--- config.mk ---
export PLATFORM = sky130hd
export DESIGN_NAME = midpoint_circle_rasterizer
export DESIGN_NICKNAME = d
export VERILOG_FILES = /design/src/rtl/core/mcr_pkg.sv /design/src/rtl/core/mcr_walker.sv /design/src/rtl/core/mcr_emitter.sv /design/src/rtl/core/midpoint_circle_rasterizer.sv
export VERILOG_INCLUDE_DIRS = /design/src /design/src/rtl/core
export SDC_FILE = /design/constraint.sdc
export NUM_CORES = 1
export LEC_CHECK = 0
export BUFFER_PORTS_ARGS = -buffer_cell sky130_fd_sc_hd__clkbuf_2
export CORE_UTILIZATION = 50
export DETAILED_ROUTE_END_ITERATION = 10
export GPL_TIMING_DRIVEN = 0
export PLACE_DENSITY = 0.69
export SLEW_MARGIN = 20
export SYNTH_ARGS = -nofsm -noshare
export SYNTH_HDL_FRONTEND = slang
export SYNTH_HIERARCHICAL = 1
export SYNTH_SLANG_ARGS = --single-unit
export TNS_END_PERCENT = 100
--- constraint.sdc ---
create_clock -name clk -period 12.2 [get_ports clk]
set_input_delay 1.22 -clock clk [delete_from_list [all_inputs] [get_ports clk]]
set_output_delay 1.22 -clock clk [all_outputs]
set_load 0.01 [all_outputs]
--- src/rtl/core/assert_macros.svh ---
// assertion helpers, sampled on clk and disabled during rst
`ifndef ASSERT_MACROS_SVH
`define ASSERT_MACROS_SVH

// same-cycle implication
`define ASSERT_IMPL(lbl, a, b) \
  lbl: assert property (@(posedge clk) disable iff (rst) (a) |-> (b)) \
    else $error("assertion failed: same-cycle implication");

// next-cycle implication
`define ASSERT_NEXT(lbl, a, b) \
  lbl: assert property (@(posedge clk) disable iff (rst) (a) |=> (b)) \
    else $error("assertion failed: next-cycle implication");

`endif

--- src/rtl/core/mcr_pkg.sv ---
`default_nettype none
package mcr_pkg;
  localparam int COORD_BITS  = 16;
  localparam int RADIUS_BITS = 11;
  localparam int COLOR_W     = 24;
  localparam int OUT_W       = COORD_BITS + 1;
  localparam int POS_W       = RADIUS_BITS + 1;
  localparam int STEP_W      = RADIUS_BITS + 2;
  localparam int ERR_W       = RADIUS_BITS + 4;
  localparam int SUM_W       = ((COORD_BITS > POS_W) ? COORD_BITS : POS_W) + 2;
  localparam int IDX_W       = 4;

  localparam logic [IDX_W-1:0] IDX_FIRST_SPAN  = IDX_W'(0);
  localparam logic [IDX_W-1:0] IDX_FIRST_PIXEL = IDX_W'(4);
  localparam logic [IDX_W-1:0] IDX_LAST        = IDX_W'(11);

  typedef enum logic {
    OP_START   = 1'b0,
    OP_ADVANCE = 1'b1
  } opcode_t;

  typedef enum logic {
    KIND_PIXEL = 1'b0,
    KIND_SPAN  = 1'b1
  } kind_t;

  // everything one step needs to produce its results
  typedef struct packed {
    logic signed [COORD_BITS-1:0] x0;
    logic signed [COORD_BITS-1:0] y0;
    logic signed [POS_W-1:0]      x;
    logic signed [POS_W-1:0]      y;
    logic [COLOR_W-1:0]           stroke;
    logic [COLOR_W-1:0]           fill;
    logic                         fill_on;
    logic                         done;
  } step_t;

  typedef struct packed {
    logic busy;
    logic ready;
  } emit_status_t;
endpackage
`default_nettype wire

--- src/rtl/core/mcr_walker.sv ---
`default_nettype none
module mcr_walker (
  input  wire logic                                  clk,
  input  wire logic                                  rst,
  input  wire logic                                  fire,
  input  wire logic                                  opcode,
  input  wire logic signed [mcr_pkg::COORD_BITS-1:0] center_x,
  input  wire logic signed [mcr_pkg::COORD_BITS-1:0] center_y,
  input  wire logic [mcr_pkg::RADIUS_BITS-1:0]       radius,
  input  wire logic [mcr_pkg::COLOR_W-1:0]           stroke_rgb,
  input  wire logic [mcr_pkg::COLOR_W-1:0]           fill_rgb,
  input  wire logic                                  fill_enable,
  output logic                                       step_push,
  output mcr_pkg::step_t                             step
);
  import mcr_pkg::*;

  logic signed [COORD_BITS-1:0] ctr_x;
  logic signed [COORD_BITS-1:0] ctr_y;
  logic [RADIUS_BITS-1:0]       rad;
  logic [COLOR_W-1:0]           stroke_reg;
  logic [COLOR_W-1:0]           fill_reg;
  logic                         fill_on;
  logic signed [POS_W-1:0]      cur_x;
  logic signed [POS_W-1:0]      cur_y;
  logic [STEP_W-1:0]            step_dx;
  logic [STEP_W-1:0]            step_dy;
  logic signed [ERR_W-1:0]      err_acc;

  logic                         idle;
  logic signed [ERR_W-1:0]      twice_rad;
  logic signed [ERR_W-1:0]      err_mid;
  logic signed [POS_W-1:0]      cur_y_next;
  logic [STEP_W-1:0]            step_dy_next;
  logic signed [POS_W-1:0]      cur_x_next;
  logic [STEP_W-1:0]            step_dx_next;
  logic signed [ERR_W-1:0]      err_acc_next;

  assign idle      = cur_x < cur_y;
  assign twice_rad = signed'(ERR_W'({rad, 1'b0}));

  // y move first, then the x move looks at the updated error
  always_comb begin
    err_mid      = err_acc;
    cur_y_next   = cur_y;
    step_dy_next = step_dy;
    if (err_acc <= 0) begin
      cur_y_next   = cur_y + POS_W'(1);
      err_mid      = err_acc + ERR_W'(signed'({1'b0, step_dy}));
      step_dy_next = step_dy + STEP_W'(2);
    end
    err_acc_next = err_mid;
    cur_x_next   = cur_x;
    step_dx_next = step_dx;
    if (err_mid > 0) begin
      cur_x_next   = cur_x - POS_W'(1);
      step_dx_next = step_dx + STEP_W'(2);
      err_acc_next = err_mid + ERR_W'(signed'({1'b0, step_dx + STEP_W'(2)})) - twice_rad;
    end
  end

  assign step_push = fire && (opcode == OP_ADVANCE) && !idle;

  always_comb begin
    step.x0      = ctr_x;
    step.y0      = ctr_y;
    step.x       = cur_x;
    step.y       = cur_y;
    step.stroke  = stroke_reg;
    step.fill    = fill_reg;
    step.fill_on = fill_on;
    step.done    = cur_x_next < cur_y_next;
  end

  always_ff @(posedge clk) begin
    if (rst) begin
      ctr_x      <= '0;
      ctr_y      <= '0;
      rad        <= '0;
      stroke_reg <= '0;
      fill_reg   <= '0;
      fill_on    <= 1'b0;
      cur_x      <= '1;
      cur_y      <= '0;
      step_dx    <= STEP_W'(1);
      step_dy    <= STEP_W'(1);
      err_acc    <= '0;
    end else if (fire && (opcode == OP_START)) begin
      ctr_x      <= center_x;
      ctr_y      <= center_y;
      rad        <= radius;
      stroke_reg <= stroke_rgb;
      fill_reg   <= fill_rgb;
      fill_on    <= fill_enable;
      cur_x      <= signed'({1'b0, radius}) - POS_W'(1);
      cur_y      <= '0;
      step_dx    <= STEP_W'(1);
      step_dy    <= STEP_W'(1);
      err_acc    <= ERR_W'(1) - ERR_W'({radius, 1'b0});
    end else if (step_push) begin
      cur_x   <= cur_x_next;
      cur_y   <= cur_y_next;
      step_dx <= step_dx_next;
      step_dy <= step_dy_next;
      err_acc <= err_acc_next;
    end
  end
endmodule
`default_nettype wire

--- src/rtl/core/mcr_emitter.sv ---
`default_nettype none
module mcr_emitter (
  input  wire logic                             clk,
  input  wire logic                             rst,
  input  wire logic                             step_push,
  input  wire mcr_pkg::step_t                   step,
  output mcr_pkg::emit_status_t                 status,
  output logic                                  out_valid,
  input  wire logic                             out_ready,
  output logic                                  kind,
  output logic signed [mcr_pkg::OUT_W-1:0]      x_start,
  output logic signed [mcr_pkg::OUT_W-1:0]      x_end,
  output logic signed [mcr_pkg::OUT_W-1:0]      y_pos,
  output logic [mcr_pkg::COLOR_W-1:0]           color,
  output logic                                  last,
  output logic                                  done_res
);
  import mcr_pkg::*;

  step_t             snap;
  logic              busy;
  logic [IDX_W-1:0]  idx;
  logic              load;

  logic signed [SUM_W-1:0] x0e, y0e, xe, ye;
  logic signed [SUM_W-1:0] xs_w, xe_w, yp_w;
  logic                    is_span;

  assign load         = busy && (!out_valid || out_ready);
  assign status.busy  = busy;
  assign status.ready = !busy || (load && (idx == IDX_LAST));

  assign x0e = SUM_W'(snap.x0);
  assign y0e = SUM_W'(snap.y0);
  assign xe  = SUM_W'(snap.x);
  assign ye  = SUM_W'(snap.y);

  // spans first (only when fill is on), then the eight octant pixels
  always_comb begin
    is_span = idx < IDX_FIRST_PIXEL;
    xs_w    = x0e + xe;
    xe_w    = x0e + xe;
    yp_w    = y0e + ye;
    case (idx)
      4'd0:    begin xs_w = x0e - ye; xe_w = x0e + ye; yp_w = y0e + xe; end
      4'd1:    begin xs_w = x0e - xe; xe_w = x0e + xe; yp_w = y0e + ye; end
      4'd2:    begin xs_w = x0e - ye; xe_w = x0e + ye; yp_w = y0e - xe; end
      4'd3:    begin xs_w = x0e - xe; xe_w = x0e + xe; yp_w = y0e - ye; end
      4'd4:    begin xs_w = x0e + xe; yp_w = y0e + ye; end
      4'd5:    begin xs_w = x0e + ye; yp_w = y0e + xe; end
      4'd6:    begin xs_w = x0e - ye; yp_w = y0e + xe; end
      4'd7:    begin xs_w = x0e - xe; yp_w = y0e + ye; end
      4'd8:    begin xs_w = x0e - xe; yp_w = y0e - ye; end
      4'd9:    begin xs_w = x0e - ye; yp_w = y0e - xe; end
      4'd10:   begin xs_w = x0e + ye; yp_w = y0e - xe; end
      default: begin xs_w = x0e + xe; yp_w = y0e - ye; end
    endcase
    if (!is_span) begin
      xe_w = xs_w + SUM_W'(1);
    end
  end

  always_ff @(posedge clk) begin
    if (rst) begin
      busy      <= 1'b0;
      out_valid <= 1'b0;
    end else begin
      if (load) begin
        out_valid <= 1'b1;
      end else if (out_ready) begin
        out_valid <= 1'b0;
      end
      // a new step only arrives when idle or on the last load of the previous one
      if (step_push) begin
        busy <= 1'b1;
        snap <= step;
        idx  <= step.fill_on ? IDX_FIRST_SPAN : IDX_FIRST_PIXEL;
      end else if (load) begin
        if (idx == IDX_LAST) begin
          busy <= 1'b0;
        end else begin
          idx <= idx + IDX_W'(1);
        end
      end
    end
  end

  always_ff @(posedge clk) begin
    if (load) begin
      kind     <= is_span ? KIND_SPAN : KIND_PIXEL;
      x_start  <= xs_w[OUT_W-1:0];
      x_end    <= xe_w[OUT_W-1:0];
      y_pos    <= yp_w[OUT_W-1:0];
      color    <= is_span ? snap.fill : snap.stroke;
      last     <= idx == IDX_LAST;
      done_res <= (idx == IDX_LAST) && snap.done;
    end
  end
endmodule
`default_nettype wire

--- src/rtl/core/midpoint_circle_rasterizer.sv ---
// an accepted advance goes to the emitter's step snapshot; its results are registered
// from there when the output is free, 12 beats (8 with fill off), one per cycle on the
// single result port while out_ready holds; the next beat is taken while the last
// result of the previous step is going out
// reset: synchronous, active high; the walker goes idle and no result is pending
`default_nettype none
`include "assert_macros.svh"
module midpoint_circle_rasterizer (
  input  wire logic                                  clk,
  input  wire logic                                  rst,
  input  wire logic                                  in_valid,
  output logic                                       in_ready,
  input  wire logic                                  opcode,
  input  wire logic signed [mcr_pkg::COORD_BITS-1:0] center_x,
  input  wire logic signed [mcr_pkg::COORD_BITS-1:0] center_y,
  input  wire logic [mcr_pkg::RADIUS_BITS-1:0]       radius,
  input  wire logic [mcr_pkg::COLOR_W-1:0]           stroke_rgb,
  input  wire logic [mcr_pkg::COLOR_W-1:0]           fill_rgb,
  input  wire logic                                  fill_enable,
  output logic                                       out_valid,
  input  wire logic                                  out_ready,
  output logic                                       kind,
  output logic signed [mcr_pkg::OUT_W-1:0]           x_start,
  output logic signed [mcr_pkg::OUT_W-1:0]           x_end,
  output logic signed [mcr_pkg::OUT_W-1:0]           y_pos,
  output logic [mcr_pkg::COLOR_W-1:0]                color,
  output logic                                       last,
  output logic                                       done_res
);
  import mcr_pkg::*;

  logic         fire;
  logic         step_push;
  step_t        step;
  emit_status_t emit_stat;

  assign in_ready = emit_stat.ready;
  assign fire     = in_valid && in_ready;

  mcr_walker u_walker (
    .clk        (clk),
    .rst        (rst),
    .fire       (fire),
    .opcode     (opcode),
    .center_x   (center_x),
    .center_y   (center_y),
    .radius     (radius),
    .stroke_rgb (stroke_rgb),
    .fill_rgb   (fill_rgb),
    .fill_enable(fill_enable),
    .step_push  (step_push),
    .step       (step)
  );

  mcr_emitter u_emitter (
    .clk      (clk),
    .rst      (rst),
    .step_push(step_push),
    .step     (step),
    .status   (emit_stat),
    .out_valid(out_valid),
    .out_ready(out_ready),
    .kind     (kind),
    .x_start  (x_start),
    .x_end    (x_end),
    .y_pos    (y_pos),
    .color    (color),
    .last     (last),
    .done_res (done_res)
  );

  `ASSERT_IMPL(a_done_on_last, out_valid && done_res, last)
  `ASSERT_NEXT(a_step_queued, step_push, emit_stat.busy)
  `ASSERT_IMPL(a_stall_only_busy, !in_ready, emit_stat.busy)
endmodule
`default_nettype wire
== Yosys cells after proc, flatten, opt, wreduce, memory -nomap -nowiden ==
Index checks and enable logic that the tools add are counted.
Word-level totals
  word-level logic and storage cells: 119
  output and inout bits: 80
  register bits: 346
  input port bits: 97
Cells by class
  muxes and demuxes: 23
  magnitude comparators: 5
  reduce and logical (&&, ||, !) cells: 30
  bitwise gates (word level): 2
  $add $sub $neg: 19
  equality and inequality tests: 12
Operator list (number)
  17-bit one-hot mux with 3 select lines: 2
  16-bit by 12-bit adder with 17-bit output: 4
  16-bit by 12-bit subtractor with 17-bit output: 4
  15-bit two-way mux: 4
  12-bit two-way mux: 4
  17-bit two-way mux: 2
  15-bit by 14-bit adder with 15-bit output: 2
  13-bit by 2-bit adder with 13-bit output (second input constant): 2
  12-bit less-than comparator: 2
  24-bit two-way mux: 1
  17-bit by 2-bit adder with 17-bit output (second input constant): 1
  4-bit by 3-bit equality test with 1-bit output (second input constant): 4
  4-bit equality test (second input constant): 4
  15-bit by 1-bit greater-than comparator with 1-bit output (second input constant): 1
  15-bit by 1-bit less-or-equal comparator with 1-bit output (second input constant): 1
  15-bit by 13-bit subtractor with 15-bit output: 1
  1-bit by 12-bit subtractor with 13-bit output (first input constant): 1
  12-bit by 2-bit adder with 12-bit output (second input constant): 1
  4-bit two-way mux: 3
  11-bit by 1-bit subtractor with 12-bit output (second input constant): 1
  12-bit by 2-bit subtractor with 12-bit output (second input constant): 1
  3-bit OR reduction: 3
  4-bit by 2-bit equality test with 1-bit output (second input constant): 2
  2-bit AND reduction: 4
  15 further kinds: 36

== Depth between registers and ports, before layout ==
Gate-level depths: netlist (run 1).
  depth in word-level cells: 10
  mapped depth: 23
  depth with buffers taken out: 21

== Hierarchy ==
Netlist (run 1), hierarchy kept.
By module, submodules not included
  mcr_emitter: times used 1, cells each 936, sequential area each 5655.4 um^2, area each 10920.5 um^2
  mcr_walker: times used 1, cells each 1155, sequential area each 3103.0 um^2, area each 9036.2 um^2
  midpoint_circle_rasterizer: times used 1, cells each 1, sequential area each 0.0 um^2, area each 6.3 um^2

== Least setup slack after synthesis (run 1) ==
Ideal clock, no wire load.
  path type: input port to flip-flop
  start: in out_ready
  end: reg u_emitter/snap[0] (netlist name) (enable)
  path slack: 4280 ps
  stages on the path: 10
  setup time: 571 ps
  required time: 11629 ps
  buffers on the path: 1
  arrival: 7348 ps
  cells stage by stage: nor2b_1 > o21ai_0 > and2_1 > nand3_1 > a2111o_1 > and2_1 > clkinv_1 > clkbuf_1 > inv_1 > nor2_1
Between the ends
  word-level cells in the longest chain between the ends: 8
RTL lines
  start, declared: RTL line midpoint_circle_rasterizer.sv:21  | input wire logic out_ready,
  1-bit logical OR: RTL line mcr_emitter.sv:29  | assign load = busy && (!out_valid || out_ready);
  1-bit logical AND: RTL line mcr_emitter.sv:29
  1-bit logical AND: RTL line mcr_emitter.sv:31  | assign status.ready = !busy || (load && (idx == IDX_LAST));
  1-bit logical OR: RTL line mcr_emitter.sv:31
  net in_ready: RTL line midpoint_circle_rasterizer.sv:12  | output logic in_ready,
  1-bit logical AND: RTL line midpoint_circle_rasterizer.sv:38  | assign fire = in_valid && in_ready;
  net fire: RTL line midpoint_circle_rasterizer.sv:32  | logic fire;
  1-bit logical AND (2 in a row): RTL line mcr_walker.sv:62  | assign step_push = fire && (opcode == OP_ADVANCE) && !idle;
  net step_push: RTL line midpoint_circle_rasterizer.sv:33  | logic step_push;
  2-bit AND reduction (no line)
  end signal, assigned: RTL line mcr_emitter.sv:76  | snap <= step;
  end, declared: RTL line mcr_emitter.sv:20  | step_t snap;
The timed path passes the listed nets, and every way through them passes these cells.
A chain may end at the register's enable or synchronous reset.

==> results of run 1 <==
[path summary, 6_finish.rpt]
path | to | from
max | u_emitter/snap[0]$_DFFE_PP_ | u_walker/err_acc[5]$_SDFFE_PP0P_
min | u_emitter/snap[101]$_DFFE_PP_ | u_walker/ctr_x[11]$_SDFFE_PP0P_
max reg2reg | u_emitter/snap[0]$_DFFE_PP_ | u_walker/err_acc[5]$_SDFFE_PP0P_
min reg2reg | u_emitter/snap[101]$_DFFE_PP_ | u_walker/ctr_x[11]$_SDFFE_PP0P_
[per-layer routing]
metal  up-vias  GRT usage
li1       8045          -
met1      7941     0.3564
met2       591     0.4570
met3       134    0.04176
met4         0     0.1082
met5         -          0
[where the power goes]
group	switching [mW]	internal (mW)	total, mW
clock network	0.495	0.688	1.18
logic	0.492	0.331	0.823
registers	0.0497	1.29	1.34
total	1.04	2.31	3.35
[critical path: stages, from the launching register on]
cell       delay, ns
dfxtp_1         0.48
ha_1            0.29
clkbuf_1        0.20
o21a_1          0.25
o32ai_1         0.21
a211oi_1        0.13
o21a_1          0.21
o31ai_1         0.71
nor2_1          0.20
a31oi_4         0.35
buf_6           0.21
buf_2           0.26
nand3_1         0.14
xnor2_1         0.16
ha_1            0.18
a21o_1          0.15
a21o_1          0.17
a21oi_1         0.14
nor2b_1         0.06
o21ai_0         0.14
nand2b_1        0.07
a2111oi_0       0.40
a21oi_1         0.07
a21oi_1         0.25
[stage by stage]
stage	hold WS, ns	setup WS [ns]	power (mW)	instance area, sq um
finish	0.4251	6.515	3.346	23000
global route	0.4316	6.206	3.505	23000
CTS	0.4260	6.580	3.358	22990
detailed placement	0.4130	6.653	2.172	21690
global placement	0.4112	1.385	2.157	21480
floorplan	0.4081	4.280	1.942	19960
[layout make-up]
type / instances / area [sq um]
timing repair buffer: 184 / 1071
fill: 3451 / 16010
tap: 518 / 648.1
clock inverter: 19 / 242.7
clock buffer: 51 / 1061
inverter: 89 / 334.1
sequential: 344 / 8758
multi-input combinational: 1575 / 10480
buffer: 83 / 401.6
antenna: 2 / 5.005
==> out/qor.csv, run 1 <==
stage,metric,value,unit
routing,routed length on met1,24.08,mm
synth,Ys Warns,6,
routing,initial DRC count,1066,
worst_setup_path,startpoint types,flop,
routing,final wirelength,55.61,mm
clock_tree,post-cts sizing count,0,
synth,syn nets,2330,
place,gp weighted congestion,0.9512,
job,max_cap viols,0,
sta,Hold Fails Final Rpt,0,
clock_tree,CTS root buf,clkbuf_16,
layout,max reg flops,105,
worst_setup_path,Setup crit end kind,flop,
sta,max frequency,175.9,MHz
global_route,vias in the first global route,16085,
pwr,LEAKAGE,8.797,nW
worst_setup_path,WP data required,12.58,ns
routing,vias per cell,5.833,
sta,period utilization,0.4660,
run_status,status,finished clean,
global_route,antenna violations before repair,2,
synth,post-synth design cell area,0.01996,sq mm
floorplan,die width,201.8,um
clock_tree,Inserted Clock Buffers,38,
sta,clk_skew,0.03396,ns
clock_tree,Worst-Skew Late Latency,0.59,ns
clock_tree,post-CTS setup buffers,0,
routing,drt pass-1 iters,5,
floorplan,Die H,201.8,um
sta,slew margin rel.,0.3114,
place,# port buffers,176,
synth,Cells after Synth,2091,
routing,top layer reached by signal wires,met4,
worst_setup_path,Worst Path Arrival,6.06,ns
routing,via count,16711,
layout,Top reg by flops,u_emitter/snap,
routing,# DRC,0,
routing,wire length on met3,3.602,mm
global_route,first-pass GRT wire length,87.22,mm
clock_tree,H-tree levels,2,
sta,transition time at the pin with the least slew margin,1.033,ns
layout,layout cells sized above 1,0.1420,
floorplan,Starting Density,0.5116,
floorplan,die area,0.04071,sq mm
worst_setup_path,crit path kind,flop to flop,
worst_setup_path,r2r setup slk,6.52,ns
pwr,pwr/cell area,145.5,mW/mm^2
global_route,total grt overflow,0,
global_route,gr usage total,0.2737,
layout,"Area growth, synth to finish",15.25,%
global_route,largest net degree at the start of global routing,30,
sta,RSZ-0062 raised after global routing,false,
pwr,maximum vdd drop,0.00009747,V
place,DP HPWL,42.18,mm
synth,syn avg cell area,9.543,sq um
routing,Routed Antenna Nets,0,
routing,met2 WL,26.02,mm
worst_setup_path,CP Max Fanout,10,
layout,"commonest cells after routing, fill and taps aside","nand2_1, edfxtp_1, a21oi_1, clkbuf_2, dfxtp_1",
layout,"commonest non-fill, non-tap cell in the layout",nand2_1,
worst_setup_path,reg2reg path depth,23,
sta,final setup fails,0,
sta,Slew Limit Fails,0,
layout,NumNets Final,2554,
min_path,worst hold-check path type,flop to flop,
routing,wire length per cell,19.41,um
clock_tree,"Hold-fix buffers, CTS",0,
clock_tree,Clock Pin Slew Worst Setup and Hold Paths,0.06,ns
sta,Total Neg Setup Slack,0,ns
clock_tree,CTS Sinks,344,
floorplan,Site Rows,72,
floorplan,IO Count,177,
sta,Final min period,5.685,ns
layout,post-layout util,0.5896,
floorplan,CORE AREA,0.03901,sq mm
layout,final std cells w/o fill,2865,
clock_tree,CTS tree,done,
min_path,worst hold stages,0,
clock_tree,Longest Clk Path Bufs,3,
place,Post-Place Cells,2793,
No activity file was read; power rests on OpenSTA's default activity.
==> inputs of run 2 (changes only) <==
Settings changed: ABC_AREA from default to 1, PLACE_DENSITY 0.69 to 0.71.
Clock period 12.2 ns to 5 ns, I/O delays scaled along.
==> out/qor.csv, run 2 <==
stage,metric,value,unit,change
run_status,status,finished clean,,
sta,post-route worst setup slack,0.4876,ns,-6.028 ns
layout,max reg flops,105,,unchanged
global_route,first-pass GRT wire length,93.34,mm,+7.0%
routing,Routed Antenna Nets,0,,unchanged
routing,initial DRC count,1553,,+46%
place,Post-Place Cell Area,0.02198,sq mm,+1.4%
layout,final std cells w/o fill,3319,,+16%
place,DP HPWL,46.69,mm,+11%
worst_setup_path,CP Max Fanout,10,,unchanged
worst_setup_path,WP data required,5.32,ns,-7.26 ns
global_route,largest net degree at the start of global routing,32,,+6.7%
place,setup slack at placement,0.1489,ns,-6.504 ns
sta,Final min period,4.512,ns,-1.172 ns
clock_tree,CTS root buf,clkbuf_16,,
synth,syn nets,2779,,+19%
sta,final setup fails,0,,unchanged
layout,"commonest non-fill, non-tap cell in the layout",nand2_1,,
worst_setup_path,r2r setup slk,0.49,ns,-6.03 ns
sta,max frequency,221.6,MHz,+26%
sta,Hold Fails Final Rpt,0,,unchanged
layout,"Area growth, synth to finish",15.09,%,
sta,clk_skew,0.02399,ns,-0.009968 ns
routing,drt pass-1 iters,5,,unchanged
pwr,LEAKAGE,10.42,nW,+18%
sta,Total Neg Setup Slack,0,ns,unchanged
worst_setup_path,Worst Path Arrival,4.83,ns,-1.23 ns
min_path,worst hold stages,3,,+3
routing,vias per cell,5.523,,-5.3%
clock_tree,Worst-Skew Late Latency,0.58,ns,about the same
clock_tree,Inserted Clock Buffers,38,,unchanged
global_route,antenna violations before repair,1,,-1
routing,# DRC,0,,unchanged
floorplan,Die H,203.4,um,+0.80%
job,max_cap viols,0,,unchanged
global_route,gr usage total,0.2893,,+0.01565
global_route,total grt overflow,0,,unchanged
place,Post-Place Cells,3248,,+16%
synth,Ys Warns,6,,unchanged
worst_setup_path,startpoint types,flop,,
layout,Top reg by flops,u_emitter/snap,,
floorplan,die area,0.04136,sq mm,+1.6%
clock_tree,CTS tree,done,,
synth,post-synth design cell area,0.02028,sq mm,+1.6%
place,gp weighted congestion,1.010,,+6.2%
sta,period utilization,0.9025,,+0.4365
floorplan,die width,203.4,um,+0.80%
routing,via count,18332,,+9.7%
layout,NumNets Final,3003,,+18%
layout,ant diodes,0,,-2
sta,slew margin rel.,0.4151,,+0.1037
sta,Slew Limit Fails,0,,unchanged
min_path,worst hold-check path type,input port to flop,,
clock_tree,H-tree levels,2,,unchanged
sta,transition time at the pin with the least slew margin,0.8773,ns,-0.1556 ns
layout,layout cells sized above 1,0.1156,,-0.02640
routing,wire length per cell,18.05,um,-7.0%
floorplan,IO Count,177,,unchanged
synth,syn avg cell area,7.983,sq um,-16%
sta,RSZ-0062 raised after global routing,false,,
pwr,maximum vdd drop,0.0002945,V,+200%
worst_setup_path,crit path kind,flop to flop,,
floorplan,Starting Density,0.5092,,-0.002405
place,# port buffers,176,,unchanged
routing,final wirelength,59.92,mm,+7.8%
worst_setup_path,Setup crit end kind,flop,,
synth,Cells after Synth,2540,,+21%
layout,"commonest cells after routing, fill and taps aside","nand2_1, nor2_1, inv_1, o21ai_0, nand3_1",,
pwr,pwr/cell area,381.6,mW/mm^2,+160%
clock_tree,Longest Clk Path Bufs,3,,unchanged
floorplan,CORE AREA,0.03982,sq mm,+2.1%
floorplan,Site Rows,73,,+1.4%
global_route,vias in the first global route,17323,,+7.7%
layout,post-route cell area,0.02334,sq mm,+1.5%
clock_tree,CTS Sinks,344,,unchanged
worst_setup_path,reg2reg path depth,18,,-22%
clock_tree,Clock Pin Slew Worst Setup and Hold Paths,0.06,ns,about the same
## run 2: layout make-up
class / count / area (sq um)
buffer: 70 / 320.3
timing repair buffer: 184 / 1044
multi-input combinational: 1838 / 10130
fill: 3632 / 16490
sequential: 344 / 8758
clock inverter: 22 / 311.5
tap: 525 / 656.9
clock buffer: 48 / 1028
inverter: 288 / 1086
## run 2: critical path, cell delays in order (launching register included)
cell and delay (ns):
edfxtp_1 0.50, ha_1 0.27, o21ai_0 0.22, nand2_2 0.24, inv_1 0.25, nand2_1 0.24, clkbuf_2 0.24, o21ai_0 0.23
ha_1 0.32, a21o_1 0.18, a31oi_1 0.27, o21ai_0 0.21, a21boi_1 0.24, o21ai_0 0.16, a21boi_1 0.23, nor2_1 0.06
o21ai_0 0.21, a21o_1 0.14, nand2_1 0.04
## run 2: through the flow
| step | power [mW] | util | hold slack (ns) |
|---|---|---|---|
| floorplan | 5.212 | - | 0.4030 |
| global placement | 5.849 | 0.5480 | 0.4061 |
| detailed placement | 5.919 | 0.5521 | 0.4091 |
| CTS | 8.915 | 0.5857 | 0.1297 |
| global route | 9.378 | 0.5860 | 0.1637 |
| finish | 8.906 | 0.5860 | 0.1483 |
## run 2: report_power, final
group	internal [mW]	switching, mW
combinational	0.930	1.62
clock	1.79	1.20
sequential	3.22	0.154
total	5.94	2.97
## run 2: metal layers
metal,track usage,wire length [um]
met1,0.3886,26880
met2,0.4753,27420
met3,0.03691,3471
met4,0.1106,2141
met5,0,0
## run 2: what timing repair did
action / 4_1_cts / 5_1_grt
resized for setup: 0 / 8
hold buffers: 0 / 0
endpoints found under the setup margin: 0 / 3
buffers inserted: 0 / 1
## run 2: final timing paths
kind                                        startpoint                                   end
hold / removal                          stroke_rgb[17]  u_walker/stroke_reg[17]$_SDFFE_PP0P_
hold reg to reg   u_walker/stroke_reg[14]$_SDFFE_PP0P_          u_emitter/snap[40]$_DFFE_PP_
setup reg to reg        u_emitter/idx[1]$_SDFFCE_PP0P_         u_emitter/y_pos[15]$_DFFE_PP_
setup / recovery        u_emitter/idx[1]$_SDFFCE_PP0P_         u_emitter/y_pos[15]$_DFFE_PP_
==> inputs of run 3 (changes only) <==
Settings changed: RECOVER_POWER from default to 25.
==> out/qor.csv, run 3 (synthesized netlist as in run 2, its figures left out) <==
stage,metric,value,unit,change
worst_setup_path,CP dominant cell by count,o21ai_0,,
worst_setup_path,Worst Path Arrival,4.83,ns,about the same
worst_setup_path,Buf/Inv on CP,2,,unchanged
routing,wire length per cell,18.05,um,about the same
clock_tree,Inserted Clock Buffers,38,,unchanged
routing,vias per cell,5.517,,-0.12%
floorplan,Site Rows,73,,unchanged
floorplan,CORE AREA,0.03982,sq mm,unchanged
sta,worst hold slack,0.1492,ns,+0.0009350 ns
sta,slew margin rel.,0.08481,,-0.3303
worst_setup_path,crit path kind,flop to flop,,
layout,Fillers,3656,,+0.66%
pwr,Comb pwr share,0.285,,about the same
layout,Top reg by flops,u_emitter/snap,,
clock_tree,"Hold-fix buffers, CTS",0,,unchanged
routing,via count,18310,,-0.12%
pwr,LEAKAGE,10.35,nW,-0.67%
pwr,Reg power frac,0.379,,about the same
clock_tree,CTS root buf,clkbuf_16,,
sta,Slew Limit Fails,0,,unchanged
min_path,worst hold-check path type,input port to flop,,
run_status,status,finished clean,,
worst_setup_path,WP data required,5.32,ns,about the same
routing,top layer reached by signal wires,met4,,
pwr,Clock power frac,0.336,,about the same
worst_setup_path,"Largest delay share family, worst path",compound AO/OA/AOI/OAI gates,,
worst_setup_path,critical path's slowest cell,edfxtp_1,,
sta,Hold Fails Final Rpt,0,,unchanged
worst_setup_path,startpoint types,flop,,
global_route,antenna violations before repair,1,,unchanged
floorplan,Die H,203.4,um,unchanged
routing,final wirelength,59.91,mm,about the same
sta,Final min period,4.511,ns,-0.001685 ns
clock_tree,Worst-Skew Late Latency,0.58,ns,about the same
min_path,worst min-delay path startpoint,stroke_rgb[17],,
global_route,gr usage total,0.2893,,unchanged
worst_setup_path,Crit path largest cell delay,0.50,ns,about the same
clock_tree,H-tree levels,2,,unchanged
routing,met2 WL,27.43,mm,about the same
layout,"commonest cells after routing, fill and taps aside","nand2_1, nor2_1, inv_1, o21ai_0, nand3_1",,
pwr,Net Sw Frac,0.3328,,-0.0003440
job,max_cap viols,0,,unchanged
routing,drt pass-1 iters,6,,+1
global_route,largest net degree at the start of global routing,32,,unchanged
sta,final setup fails,0,,unchanged
sta,transition time at the pin with the least slew margin,1.368,ns,+0.4904 ns
floorplan,Starting Density,0.5092,,unchanged
floorplan,IO Count,177,,unchanged
place,Post-Place Cells,3248,,unchanged
global_route,first-pass GRT wire length,93.34,mm,unchanged
layout,layout cells sized above 1,0.1077,,-0.007874
clock_tree,Longest Clk Path Bufs,3,,unchanged
layout,NumNets Final,3003,,unchanged
routing,routed length on met1,26.43,mm,-1.7%
pwr,Net Switching,2.959,mW,-0.26%
layout,ant diodes,0,,unchanged
sta,RSZ-0062 raised after global routing,false,,
layout,post-layout util,0.5846,,-0.001414
place,# port buffers,176,,unchanged
sta,clk_skew,0.02397,ns,-0.00001830 ns
place,DP HPWL,46.69,mm,unchanged
worst_setup_path,worst path cell trace,"ha_1, o21ai_0, nand2_2, inv_1, nand2_1, clkbuf_2, o21ai_0, ha_1, a21o_1, a31oi_1, o21ai_0, a21boi_1, o21ai_0, a21boi_1, nor2_1, o21ai_0, a21o_1, nand2_1",,
sta,period utilization,0.9021,,about the same
worst_setup_path,Reg2Reg Launch Point,u_emitter/idx[1]$_SDFFCE_PP0P_,,
worst_setup_path,Setup crit end kind,flop,,
floorplan,die width,203.4,um,unchanged
worst_setup_path,Crit. Startpoint,u_emitter/idx[1]$_SDFFCE_PP0P_,,
floorplan,die area,0.04136,sq mm,unchanged
pwr,pwr/cell area,381.9,mW/mm^2,about the same
pwr,P_int,5.933,mW,-0.10%
pwr,maximum vdd drop,0.0002949,V,+0.13%
routing,# DRC,0,,unchanged
sta,max frequency,221.7,MHz,about the same
routing,wire length on met3,3.871,mm,+12%
clock_tree,CTS Sinks,344,,unchanged
layout,final std cells w/o fill,3319,,unchanged
global_route,vias in the first global route,17323,,unchanged
layout,"Area growth, synth to finish",14.82,%,
routing,initial DRC count,1508,,-2.9%
layout,"commonest non-fill, non-tap cell in the layout",nand2_1,,
layout,max reg flops,105,,unchanged
routing,Routed Antenna Nets,0,,unchanged
clock_tree,Clock Pin Slew Worst Setup and Hold Paths,0.06,ns,about the same
place,gp weighted congestion,1.010,,unchanged
global_route,total grt overflow,0,,unchanged
worst_setup_path,CP Max Fanout,10,,unchanged
clock_tree,CTS tree,done,,
[run 3: changes by cell type in the layout (fill, tap and decap cells not counted), sizes merged]
cell    change
buf         -1
clkbuf      +1
[run 3: layout make-up]
type / instances / area (sq um) / area share
Clock buffer: 48 / 1028 / 0.04418
Buffer: 70 / 320.3 / 0.01376
Tap cell: 525 / 656.9 / 0.02822
Multi-Input combinational cell: 1838 / 10120 / 0.4349
Inverter: 288 / 1086 / 0.04665
Timing Repair Buffer: 184 / 994.7 / 0.04273
Clock inverter: 22 / 311.5 / 0.01338
Sequential cell: 344 / 8758 / 0.3762
[run 3: worst paths after layout]
kind | to | slack (ns) | cells past startpoint
hold reg to reg | u_emitter/snap[49]$_DFFE_PP_ | 0.42 | 0
setup / recovery | u_emitter/y_pos[15]$_DFFE_PP_ | 0.49 | 18
hold / removal | u_walker/stroke_reg[17]$_SDFFE_PP0P_ | 0.15 | 3
setup reg to reg | u_emitter/y_pos[15]$_DFFE_PP_ | 0.49 | 18
[run 3: stage by stage]
stage | TNS, ns | instance area [sq um] | power (mW) | setup slack [ns]
finish | 0 | 23280 | 8.892 | 0.4893
global route | 0 | 23280 | 9.371 | 0.07130
CTS | 0 | 23320 | 8.915 | 0.1464
detailed placement | 0 | 21980 | 5.919 | 0.1489
global placement | -209.44 | 21820 | 5.849 | -1.477
floorplan | 0 | 20280 | 5.212 | 0.1958
[run 3: power by group through the flow]
stage | Clock [mW] | Combinational (mW) | Sequential, mW
floorplan | 0 | 1.82 | 3.39
global placement | 0 | 2.42 | 3.43
detailed placement | 0 | 2.49 | 3.43
CTS | 3.04 | 2.51 | 3.37
global route | 3.13 | 2.85 | 3.39
finish | 2.98 | 2.54 | 3.37
[run 3: worst register-to-register path: stages (launching register included)]
cell and delay (ns):
edfxtp_1 0.50, ha_1 0.27, o21ai_0 0.22, nand2_2 0.24, inv_1 0.25, nand2_1 0.25
clkbuf_2 0.24, o21ai_0 0.23, ha_1 0.33, a21o_1 0.18, a31oi_1 0.27, o21ai_0 0.21
a21boi_1 0.25, o21ai_0 0.16, a21boi_1 0.23, nor2_1 0.06, o21ai_0 0.21, a21o_1 0.14
nand2_1 0.04
[run 3: what timing repair did]
action                                  CTS  global route
endpoints found under the setup margin    0             3
gates resized for setup                   0             8
setup buffers                             0             1
[run 3: routing by layer]
metal | track usage | up-vias
li1 | - | 8976
met1 | 0.3886 | 8593
met2 | 0.4753 | 621
met3 | 0.03691 | 120
met4 | 0.1106 | 0
met5 | 0 | -
